--- src/rtl/ps2_mouse_packet_assembler_macros.svh ---
// ----------------------------------------------------------------------------
// PS/2 mouse packet assembler assertion macros
// Concurrent check wrappers; empty when building for synthesis.
// ----------------------------------------------------------------------------
`ifndef PS2_MOUSE_PACKET_ASSEMBLER_MACROS_SVH
`define PS2_MOUSE_PACKET_ASSEMBLER_MACROS_SVH

`ifndef SYNTHESIS
// Same-cycle implication, disabled while reset is asserted
`define PS2MPA_ASSERT_SAME(label, clk, rst_n, ante, cons, msg) \
    label: assert property (@(posedge clk) disable iff (!rst_n) (ante) |-> (cons)) \
        else $error(msg);
// Next-cycle implication, disabled while reset is asserted
`define PS2MPA_ASSERT_NEXT(label, clk, rst_n, ante, cons, msg) \
    label: assert property (@(posedge clk) disable iff (!rst_n) (ante) |=> (cons)) \
        else $error(msg);
`else
`define PS2MPA_ASSERT_SAME(label, clk, rst_n, ante, cons, msg)
`define PS2MPA_ASSERT_NEXT(label, clk, rst_n, ante, cons, msg)
`endif

`endif

--- src/rtl/ps2mpa_pkg.sv ---
`timescale 1ns / 1ps
// ----------------------------------------------------------------------------
// ps2mpa_pkg
// Shared types, field widths and codes of the PS/2 mouse packet assembler.
// ----------------------------------------------------------------------------
package ps2mpa_pkg;

    // Accumulator width default
    localparam int ACCUM_BITS_DEF = 32;
    localparam int TOTAL_BITS     = 32;

    // Request action codes
    localparam logic ACTION_BYTE = 1'b0;
    localparam logic ACTION_POLL = 1'b1;

    // Result kinds
    localparam logic [1:0] KIND_NONE   = 2'd0;
    localparam logic [1:0] KIND_PACKET = 2'd1;
    localparam logic [1:0] KIND_POLL   = 2'd2;

    // Controller status bits
    localparam int STAT_READY_BIT = 0;
    localparam int STAT_AUX_BIT   = 5;

    // Packet flag byte bits
    localparam int FLAG_SYNC_BIT  = 3;
    localparam int FLAG_XSIGN_BIT = 4;
    localparam int FLAG_YSIGN_BIT = 5;
    localparam int FLAG_XOVF_BIT  = 6;
    localparam int FLAG_YOVF_BIT  = 7;
    localparam int BUTTON_BITS    = 3;

    // Phase at which a packet completes
    localparam logic [1:0] PHASE_LAST_STD   = 2'd2;
    localparam logic [1:0] PHASE_LAST_WHEEL = 2'd3;

    typedef struct packed {
        logic       action;
        logic [7:0] ctrl_status;
        logic [7:0] data_byte;
    } ps2mpa_item_t;

    typedef struct packed {
        logic [1:0]                   result_kind;
        logic signed [8:0]            move_dx;
        logic signed [9:0]            move_dy;
        logic signed [7:0]            wheel_delta;
        logic signed [9:0]            scroll_rows;
        logic [BUTTON_BITS-1:0]       buttons;
        logic signed [TOTAL_BITS-1:0] total_dx;
        logic signed [TOTAL_BITS-1:0] total_dy;
        logic                         had_data;
    } ps2mpa_result_t;

endpackage

--- src/rtl/ps2mpa_in_reg.sv ---
`timescale 1ns / 1ps
// ----------------------------------------------------------------------------
// ps2mpa_in_reg
// Input register: takes one slave request per cycle unless the output stalls.
// ----------------------------------------------------------------------------
module ps2mpa_in_reg
    import ps2mpa_pkg::*;
(
    input  logic         clk,
    input  logic         rst_n,
    input  logic         load,
    input  ps2mpa_item_t item_in,
    input  logic         advance,
    output logic         item_valid,
    output ps2mpa_item_t item_out
);

    logic         valid_reg;
    logic         valid_next;
    ps2mpa_item_t item_reg;

    // Fill on load, empty when the held request moves on
    always_comb
    begin
        valid_next = valid_reg;
        if (load)
        begin
            valid_next = 1'b1;
        end
        else if (advance)
        begin
            valid_next = 1'b0;
        end
    end

    always_ff @(posedge clk or negedge rst_n)
    begin
        if (!rst_n)
        begin
            valid_reg <= 1'b0;
        end
        else
        begin
            valid_reg <= valid_next;
        end
    end

    // Capture payload
    always_ff @(posedge clk)
    begin
        if (load)
        begin
            item_reg <= item_in;
        end
    end

    assign item_valid = valid_reg;
    assign item_out   = item_reg;

endmodule

--- src/rtl/ps2mpa_core.sv ---
`timescale 1ns / 1ps
// ----------------------------------------------------------------------------
// ps2mpa_core
// Packet framing, sign extension, accumulators and result formation.
// ----------------------------------------------------------------------------
module ps2mpa_core
    import ps2mpa_pkg::*;
#(
    parameter int ACCUM_BITS = ACCUM_BITS_DEF
)
(
    input  logic           clk,
    input  logic           rst_n,
    input  logic           cfg_we,
    input  logic           cfg_bit,
    input  logic           fire,
    input  ps2mpa_item_t   item,
    output ps2mpa_result_t result
);

    localparam int WIDE_BITS = (ACCUM_BITS > TOTAL_BITS) ? ACCUM_BITS : TOTAL_BITS;

    logic                   wheel_mode_reg;
    logic [1:0]             phase_reg;
    logic [1:0]             phase_next;
    logic [7:0]             pkt_reg [3];
    logic [ACCUM_BITS-1:0]  sum_dx_reg;
    logic [ACCUM_BITS-1:0]  sum_dx_next;
    logic [ACCUM_BITS-1:0]  sum_dy_reg;
    logic [ACCUM_BITS-1:0]  sum_dy_next;
    logic [BUTTON_BITS-1:0] button_reg;
    logic [BUTTON_BITS-1:0] button_next;
    logic                   pending_reg;
    logic                   pending_next;

    logic                   is_poll;
    logic                   byte_ok;
    logic                   sync_bad;
    logic                   take_byte;
    logic                   completes;
    logic                   store_byte;
    logic                   overflow;
    logic                   accept_pkt;
    logic [7:0]             flags;
    logic [7:0]             dy_byte;
    logic [8:0]             dx9;
    logic [8:0]             dy9;
    logic [9:0]             neg_dy10;
    logic [7:0]             wheel8;
    logic [9:0]             wheel10;
    logic [ACCUM_BITS-1:0]  dx_ext;
    logic [ACCUM_BITS-1:0]  dy_ext;
    logic [WIDE_BITS-1:0]   wide_dx;
    logic [WIDE_BITS-1:0]   wide_dy;

    // Classify the request
    assign is_poll   = (item.action == ACTION_POLL);
    assign byte_ok   = item.ctrl_status[STAT_READY_BIT] & item.ctrl_status[STAT_AUX_BIT];
    assign sync_bad  = (phase_reg == 2'd0) && !item.data_byte[FLAG_SYNC_BIT];
    assign take_byte = !is_poll && byte_ok && !sync_bad;
    assign completes = wheel_mode_reg ? (phase_reg >= PHASE_LAST_WHEEL)
                                      : (phase_reg >= PHASE_LAST_STD);
    assign store_byte = fire && take_byte && (phase_reg != 2'd3);

    // Assemble packet fields; the dy byte bypasses the store when it ends the packet
    assign flags    = pkt_reg[0];
    assign dy_byte  = (phase_reg == 2'd2) ? item.data_byte : pkt_reg[2];
    assign dx9      = {flags[FLAG_XSIGN_BIT], pkt_reg[1]};
    assign dy9      = {flags[FLAG_YSIGN_BIT], dy_byte};
    assign overflow = flags[FLAG_XOVF_BIT] | flags[FLAG_YOVF_BIT];
    assign accept_pkt = take_byte && completes && !overflow;

    assign neg_dy10 = 10'd0 - {dy9[8], dy9};
    assign wheel8   = wheel_mode_reg ? item.data_byte : 8'd0;
    assign wheel10  = {{2{wheel8[7]}}, wheel8};

    assign dx_ext  = ACCUM_BITS'($signed(dx9));
    assign dy_ext  = ACCUM_BITS'($signed(dy9));
    assign wide_dx = WIDE_BITS'($signed(sum_dx_reg));
    assign wide_dy = WIDE_BITS'($signed(sum_dy_reg));

    // Next state
    always_comb
    begin
        phase_next   = phase_reg;
        sum_dx_next  = sum_dx_reg;
        sum_dy_next  = sum_dy_reg;
        button_next  = button_reg;
        pending_next = pending_reg;
        if (is_poll)
        begin
            sum_dx_next  = '0;
            sum_dy_next  = '0;
            pending_next = 1'b0;
        end
        else if (take_byte)
        begin
            if (completes)
            begin
                phase_next = 2'd0;
            end
            else
            begin
                phase_next = phase_reg + 2'd1;
            end
            if (accept_pkt)
            begin
                sum_dx_next  = sum_dx_reg + dx_ext;
                sum_dy_next  = sum_dy_reg - dy_ext;
                button_next  = flags[BUTTON_BITS-1:0];
                pending_next = 1'b1;
            end
        end
    end

    always_ff @(posedge clk or negedge rst_n)
    begin
        if (!rst_n)
        begin
            wheel_mode_reg <= 1'b0;
            phase_reg      <= 2'd0;
            sum_dx_reg     <= '0;
            sum_dy_reg     <= '0;
            button_reg     <= '0;
            pending_reg    <= 1'b0;
        end
        else
        begin
            if (cfg_we)
            begin
                wheel_mode_reg <= cfg_bit;
            end
            if (fire)
            begin
                phase_reg   <= phase_next;
                sum_dx_reg  <= sum_dx_next;
                sum_dy_reg  <= sum_dy_next;
                button_reg  <= button_next;
                pending_reg <= pending_next;
            end
        end
    end

    // Packet byte store
    always_ff @(posedge clk)
    begin
        if (store_byte)
        begin
            pkt_reg[phase_reg] <= item.data_byte;
        end
    end

    // Form the result
    always_comb
    begin
        result             = '0;
        result.result_kind = KIND_NONE;
        result.buttons     = button_next;
        if (is_poll)
        begin
            result.result_kind = KIND_POLL;
            result.total_dx    = wide_dx[TOTAL_BITS-1:0];
            result.total_dy    = wide_dy[TOTAL_BITS-1:0];
            result.had_data    = pending_reg;
        end
        else if (accept_pkt)
        begin
            result.result_kind = KIND_PACKET;
            result.move_dx     = dx9;
            result.move_dy     = neg_dy10;
            result.wheel_delta = wheel8;
            result.scroll_rows = {wheel10[8:0], 1'b0} + wheel10;
        end
    end

endmodule

--- src/rtl/ps2mpa_out_reg.sv ---
`timescale 1ns / 1ps
// ----------------------------------------------------------------------------
// ps2mpa_out_reg
// Result register feeding the master channel.
// ----------------------------------------------------------------------------
module ps2mpa_out_reg
    import ps2mpa_pkg::*;
(
    input  logic           clk,
    input  logic           rst_n,
    input  logic           advance,
    input  logic           result_valid,
    input  ps2mpa_result_t result_in,
    output logic           out_valid,
    output ps2mpa_result_t result_out
);

    logic           valid_reg;
    ps2mpa_result_t result_reg;

    // Refill whenever the register is free or being drained
    always_ff @(posedge clk or negedge rst_n)
    begin
        if (!rst_n)
        begin
            valid_reg <= 1'b0;
        end
        else if (advance)
        begin
            valid_reg <= result_valid;
        end
    end

    always_ff @(posedge clk)
    begin
        if (advance && result_valid)
        begin
            result_reg <= result_in;
        end
    end

    assign out_valid  = valid_reg;
    assign result_out = result_reg;

endmodule

--- src/rtl/ps2_mouse_packet_assembler.sv ---
`timescale 1ns / 1ps
// ----------------------------------------------------------------------------
// ps2_mouse_packet_assembler
// Rebuilds PS/2 mouse packets from controller bytes and keeps movement totals.
// ----------------------------------------------------------------------------
// Usage:
//   Slave channel (s_*): one request per transfer, either a controller byte
//   with its status or a poll. Every request yields exactly one result on the
//   master channel (m_*): nothing accepted, packet accepted, or poll reply.
//   Config channel (cfg_*): wheel_mode, always ready; write it only while no
//   request is in flight.
// Path: a taken request is held in the input register, and its result is
//   captured in the result register when the pipeline advances.
// Throughput: one request per cycle unless stalled; framing, sign extension
//   and accumulator add/subtract fit in the single stage between registers.
// Reset: clears packet phase, totals, buttons, pending flag, wheel_mode and
//   both pipeline valid flags.
// Stall: while m_tready is low the held result stays, one more request is
//   captured in the input register, then s_tready drops until m_tready returns.
// ----------------------------------------------------------------------------
`include "ps2_mouse_packet_assembler_macros.svh"

module ps2_mouse_packet_assembler
    import ps2mpa_pkg::*;
#(
    parameter int ACCUM_BITS = ACCUM_BITS_DEF
)
(
    input  logic         clk,
    input  logic         rst_n,
    // Request channel
    input  logic         s_tvalid,
    output logic         s_tready,
    input  logic [15:0]  s_tdata,   // [7:0] ctrl_status, [15:8] data_byte
    input  logic [0:0]   s_tuser,   // [0] action
    // Result channel
    output logic         m_tvalid,
    input  logic         m_tready,
    output logic [111:0] m_tdata,   // [8:0] move_dx, [18:9] move_dy,
                                    // [26:19] wheel_delta, [36:27] scroll_rows,
                                    // [39:37] buttons, [71:40] total_dx,
                                    // [103:72] total_dy, [104] had_data,
                                    // [111:105] zero
    output logic [1:0]   m_tuser,   // [1:0] result_kind
    // Configuration channel
    input  logic         cfg_valid,
    output logic         cfg_ready,
    input  logic [0:0]   cfg_data   // [0] wheel_mode
);

    ps2mpa_item_t   item_in;
    ps2mpa_item_t   item_q;
    ps2mpa_result_t result_d;
    ps2mpa_result_t result_q;
    logic           item_valid;
    logic           advance;
    logic           load;
    logic           fire;

    // Pipeline control
    assign advance  = !m_tvalid || m_tready;
    assign s_tready = !item_valid || advance;
    assign load     = s_tvalid && s_tready;
    assign fire     = item_valid && advance;
    assign cfg_ready = 1'b1;

    assign item_in.action      = s_tuser[0];
    assign item_in.ctrl_status = s_tdata[7:0];
    assign item_in.data_byte   = s_tdata[15:8];

    ps2mpa_in_reg u_in_reg (
        .clk        (clk),
        .rst_n      (rst_n),
        .load       (load),
        .item_in    (item_in),
        .advance    (advance),
        .item_valid (item_valid),
        .item_out   (item_q)
    );

    ps2mpa_core #(
        .ACCUM_BITS (ACCUM_BITS)
    ) u_core (
        .clk     (clk),
        .rst_n   (rst_n),
        .cfg_we  (cfg_valid && cfg_ready),
        .cfg_bit (cfg_data[0]),
        .fire    (fire),
        .item    (item_q),
        .result  (result_d)
    );

    ps2mpa_out_reg u_out_reg (
        .clk          (clk),
        .rst_n        (rst_n),
        .advance      (advance),
        .result_valid (item_valid),
        .result_in    (result_d),
        .out_valid    (m_tvalid),
        .result_out   (result_q)
    );

    // Pack result fields
    assign m_tuser = result_q.result_kind;
    assign m_tdata = {7'd0,
                      result_q.had_data,
                      result_q.total_dy,
                      result_q.total_dx,
                      result_q.buttons,
                      result_q.scroll_rows,
                      result_q.wheel_delta,
                      result_q.move_dy,
                      result_q.move_dx};

    // Input side stalls only behind a stalled result
    `PS2MPA_ASSERT_SAME(a_stall_cause, clk, rst_n, !s_tready,
        m_tvalid && !m_tready, "request channel stalled without a stalled result")
    // Packet result carries no totals
    `PS2MPA_ASSERT_SAME(a_pkt_no_totals, clk, rst_n, m_tvalid && (m_tuser == KIND_PACKET),
        (m_tdata[104:40] == 65'd0), "packet result carries poll fields")
    // Poll and empty results carry no move
    `PS2MPA_ASSERT_SAME(a_no_move, clk, rst_n, m_tvalid && (m_tuser != KIND_PACKET),
        (m_tdata[36:0] == 37'd0), "non-packet result carries move fields")
    // Hold a stalled result unchanged until it is taken
    `PS2MPA_ASSERT_NEXT(a_held_stall, clk, rst_n, m_tvalid && !m_tready,
        m_tvalid && $stable(m_tdata) && $stable(m_tuser), "stalled result changed before transfer")

endmodule

--- config.mk ---
export PLATFORM = sky130hd
export DESIGN_NAME = ps2_mouse_packet_assembler
export DESIGN_NICKNAME = d
export VERILOG_FILES = /design/src/rtl/ps2mpa_pkg.sv /design/src/rtl/ps2mpa_in_reg.sv /design/src/rtl/ps2mpa_core.sv /design/src/rtl/ps2mpa_out_reg.sv /design/src/rtl/ps2_mouse_packet_assembler.sv
export VERILOG_INCLUDE_DIRS = /design/src /design/src/rtl
export SDC_FILE = /design/constraint.sdc
export NUM_CORES = 1
export LEC_CHECK = 0
export ABC_AREA = 1
export BUFFER_PORTS_ARGS = -buffer_cell sky130_fd_sc_hd__buf_2
export CORE_ASPECT_RATIO = 1.25
export CORE_UTILIZATION = 30
export CTS_BUF_LIST = sky130_fd_sc_hd__clkbuf_4
export DETAILED_ROUTE_END_ITERATION = 7
export GPL_TIMING_DRIVEN = 1
export PLACE_DENSITY = 0.48
export SLEW_MARGIN = 20
export SYNTH_ARGS = -nofsm -noshare
export SYNTH_HDL_FRONTEND = slang
export SYNTH_SLANG_ARGS = --single-unit
--- constraint.sdc ---
create_clock -name clk -period 4.9 [get_ports clk]
set_input_delay 0.245 -clock clk [delete_from_list [all_inputs] [get_ports clk]]
set_output_delay 0.245 -clock clk [all_outputs]
set_load 0.02 [all_outputs]
==> impl_metrics.csv <==
group,metric,value,unit
logic_synthesis,synth_flop_cell,"edfxtp_1",
grt,grt_overflow,0,
sta,finalCritPeriodShare,72.2,%
cts,insertion_delay,0.71,ns
logic_synthesis,async_flop_share,34.4,%
setup_path,ff2ff_path_depth,10,
sta,slew_viol_final,0,
pwr,power_leakage,7.19,nW
grt,grt_usage,16.0,%
sta,worst_clock_skew,0.0448,ns
grt,grt_max_degree,74,
sta,period_minus_slack,3.54,ns
pwr,peakVddDrop,207,uV
setup_path,timing.rr.start,"u_core.phase_reg[0]$_DFFE_PN0P_",
setup_path,setup.worst_path.end,"u_core.sum_dx_reg[1]$_DFFE_PN0P_",
pwr,power_frac_clock,35.4,%
drt,routed_wl,32100,um
cells_and_area,synthToLayoutAreaGrowth,17.0,%
pwr,p_comb_share,18.6,%
drt,drc,0,
pwr,p_sw_share,30.8,%
floorplan,die_w,182,um
drt,drt-wirelength-per-cell,14.8,um
cells_and_area,utilization,35.9,%
setup_path,crit_type,"flip-flop to flip-flop",
sta,slew_headroom,39.1,%
drt,avgViaCountPerCell,4.65,
logic_synthesis,synthDistinctLibCells,45,
setup_path,startpoint_type,"flip-flop",
job,drv_cap,0,
floorplan,start_util,30.7,%
grt,grt_pass1_wl,51900,um
cts,clkTransAtPathRegs,0.07,ns
logic_synthesis,synth_seq_cells,212,
setup_path,reg2reg_to,"u_core.sum_dx_reg[1]$_DFFE_PN0P_",
cells_and_area,n_fill_cell,4135,
logic_synthesis,yosysWarningCount,0,
sta,grt_setup_unrepaired,"false",
grt,met3_usage,2.60,%
cts,tritoncts,"yes",
sta,tns,0,ns
placement,port_buffers,125,
drt,dr_total_vias,10097,
pwr,switchingPower,0.00144,W
cts,root_buffer,"clkbuf_4",
logic_synthesis,synth_cells,1452,
grt,grt_pass1_vias,9959,
pwr,seqPwrFrac,46.0,%
pwr,cellPowerDensity,330,nW/um^2
setup_path,r2r_slack,1.36,ns
sta,tightest_slew,0.912,ns
logic_synthesis,ys_seq_area_share,49.6,%
floorplan,die_h,227,um
drt,drt_iter0_markers,408,
logic_synthesis,netlist_area,12100,um^2
grt,met2_usage,27.9,%
setup_path,cp.required,5.47,ns
sta,max_freq,283,MHz
floorplan,std_cell_rows,81,
grt,busiest_layer,"met2",
placement,hpwl,22800,um
cts,cts_buffers,55,
setup_path,critPathLaunch,"u_core.phase_reg[0]$_DFFE_PN0P_",
worst_hold_path,min_path_type,"input port to async pin",
sta,hold_violations,0,
cells_and_area,drive_above_1_share,14.8,%
logic_synthesis,avgSynthCellArea,8.33,um^2
grt,antenna_found_initial,1,
drt,antenna_left,0,
cts,cts_sinks,212,
pwr,p_int,0.00323,W
setup_path,crit_fanout,58,
cts,post_cts.repair.setup_buffers,0,
placement,dpl_cell_area,13200,um^2
floorplan,coreArea,39400,um^2
logic_synthesis,synth_edf_count,139,
cells_and_area,fin_area,14200,um^2
sta,setup_viol,0,
setup_path,end_kind,"flip-flop",
setup_path,cp.arrival,4.10,ns
grt,use_met1,19.7,%
cells_and_area,nets,1722,
cts,ctsResizeCount,0,
floorplan,io_pins,140,
drt,first_pass_iters,5,
placement,gp_congestion,0.864,
cells_and_area,largest_reg_flops,105,
cts,htreeDepth,2,
floorplan,dieArea,41100,um^2
cts,cts_buffer_depth,3,
cts,holdBufCountCts,18,
status,status,"complete, no violations",
-- synth_stat cells (3+ instances only) --
library cell	count	share of area, %
nor3_1	18	0.74
xor2_1	3	0.22
nand2_2	4	0.21
buf_6	3	0.28
nand3b_1	8	0.50
nand3_1	89	3.7
nand4_1	6	0.31
clkbuf_1	13	0.40
ha_1	68	7.0
nand2_1	433	13
buf_4	13	0.81
o21a_1	10	0.62
a21oi_1	101	4.2
edfxtp_1	139	35
inv_1	183	5.7
a21o_1	13	0.81
o21bai_1	6	0.37
a22o_1	3	0.22
dfrtp_1	73	15
o21ai_1	5	0.21
fa_1	3	0.50
o22ai_1	3	0.16
o21ai_0	94	3.9
nor2_1	118	3.7
inv_2	4	0.12
xnor2_1	7	0.51
buf_2	6	0.25
-- metrics by stage --
step	hold slack (ns)	total power (W)	setup WS, ns	cells
finish	0.189	0.00467	1.36	2172
global route	0.185	0.00496	0.992	2172
CTS	0.167	0.00477	1.41	2171
detailed placement	0.423	0.00305	1.46	2051
global placement	0.424	0.00304	1.52	2051
floorplan	-0.0506	0.00280	0.640	1458
-- final cells by class --
| type | count | area (um^2) | share of cell area (%) |
|---|---|---|---|
| diodes | 1 | 2.50 | 0.0177 |
| clock buffers | 94 | 706 | 4.98 |
| clock inverters | 8 | 62.6 | 0.442 |
| inverters | 188 | 709 | 5.01 |
| multi-input cells | 1023 | 5200 | 36.8 |
| flip-flops and latches | 212 | 6000 | 42.4 |
| well taps | 498 | 623 | 4.40 |
| repair buffers | 148 | 850 | 6.00 |
-- routing by layer --
metal  part of all wire [%]  up-vias
li1                       -     5187
met2                     48      208
met1                     45     4649
met3                    3.7       53
met5                      0        -
met4                    2.8        0
-- worst max-delay path, stage by stage, from the launching register on --
cell,delay (ns)
dfrtp_1,0.40
inv_1,0.14
ha_1,0.48
inv_2,0.22
nand3_1,0.14
o21ai_1,0.11
nor2_2,0.16
inv_2,0.20
a21oi_4,0.34
clkinv_2,0.78
a22o_1,0.43
-- cell usage in the layout (no fill, tap or decap), types with 3 or more instances in the layout --
cell	count
nand2_1	433
inv_1	183
edfxtp_1	139
buf_2	124
nor2_1	118
a21oi_1	101
o21ai_0	94
clkbuf_4	94
nand3_1	89
dfrtp_1	73
ha_1	68
nor3_1	18
dlygate4sd3_1	18
a21o_1	13
o21a_1	10
nand3b_1	8
conb_1	8
xnor2_1	7
o21bai_1	6
nand4_1	6
o21ai_1	5
buf_4	5
inv_2	4
nand2_2	4
clkinv_1	4
xor2_1	3
o22ai_1	3
a22o_1	3
fa_1	3
-- worst min-delay path by stage --
stage                                                   end  slack, ns  cells after the start
final                     u_core.sum_dx_reg[17]$_DFFE_PN0P_       0.19                      2
after global routing      u_core.sum_dx_reg[17]$_DFFE_PN0P_       0.19                      2
after CTS                    u_in_reg.item_out[1]$_DFFE_PP_       0.17                      2
after detailed placement     u_in_reg.item_out[3]$_DFFE_PP_       0.42                      1
after global placement      u_in_reg.item_out[13]$_DFFE_PP_       0.42                      1
after floorplan            u_core.button_reg[0]$_DFFE_PN0P_      -0.05                      0
-- power groups by stage --
stage / sequential (W) / clock [W] / combinational (W)
3_5_place_dp: 0.00219 / 0 / 0.000866
3_3_place_gp: 0.00219 / 0 / 0.000855
5_1_grt: 0.00217 / 0.00182 / 0.000979
6_report: 0.00215 / 0.00165 / 0.000868
4_1_cts: 0.00215 / 0.00173 / 0.000882
2_1_floorplan: 0.00231 / 0 / 0.000484
-- cells by family after synthesis --
family,Yosys count,share of synthesized area (%)
simple gates,689,23.4
compound gates,245,11.2
buf+inv,223,7.57
flops,212,49.6
fa+ha+maj,71,7.53
xor+xnor,10,0.724
other cells,2,0.0621
No activity file was read; power rests on OpenSTA's default activity.
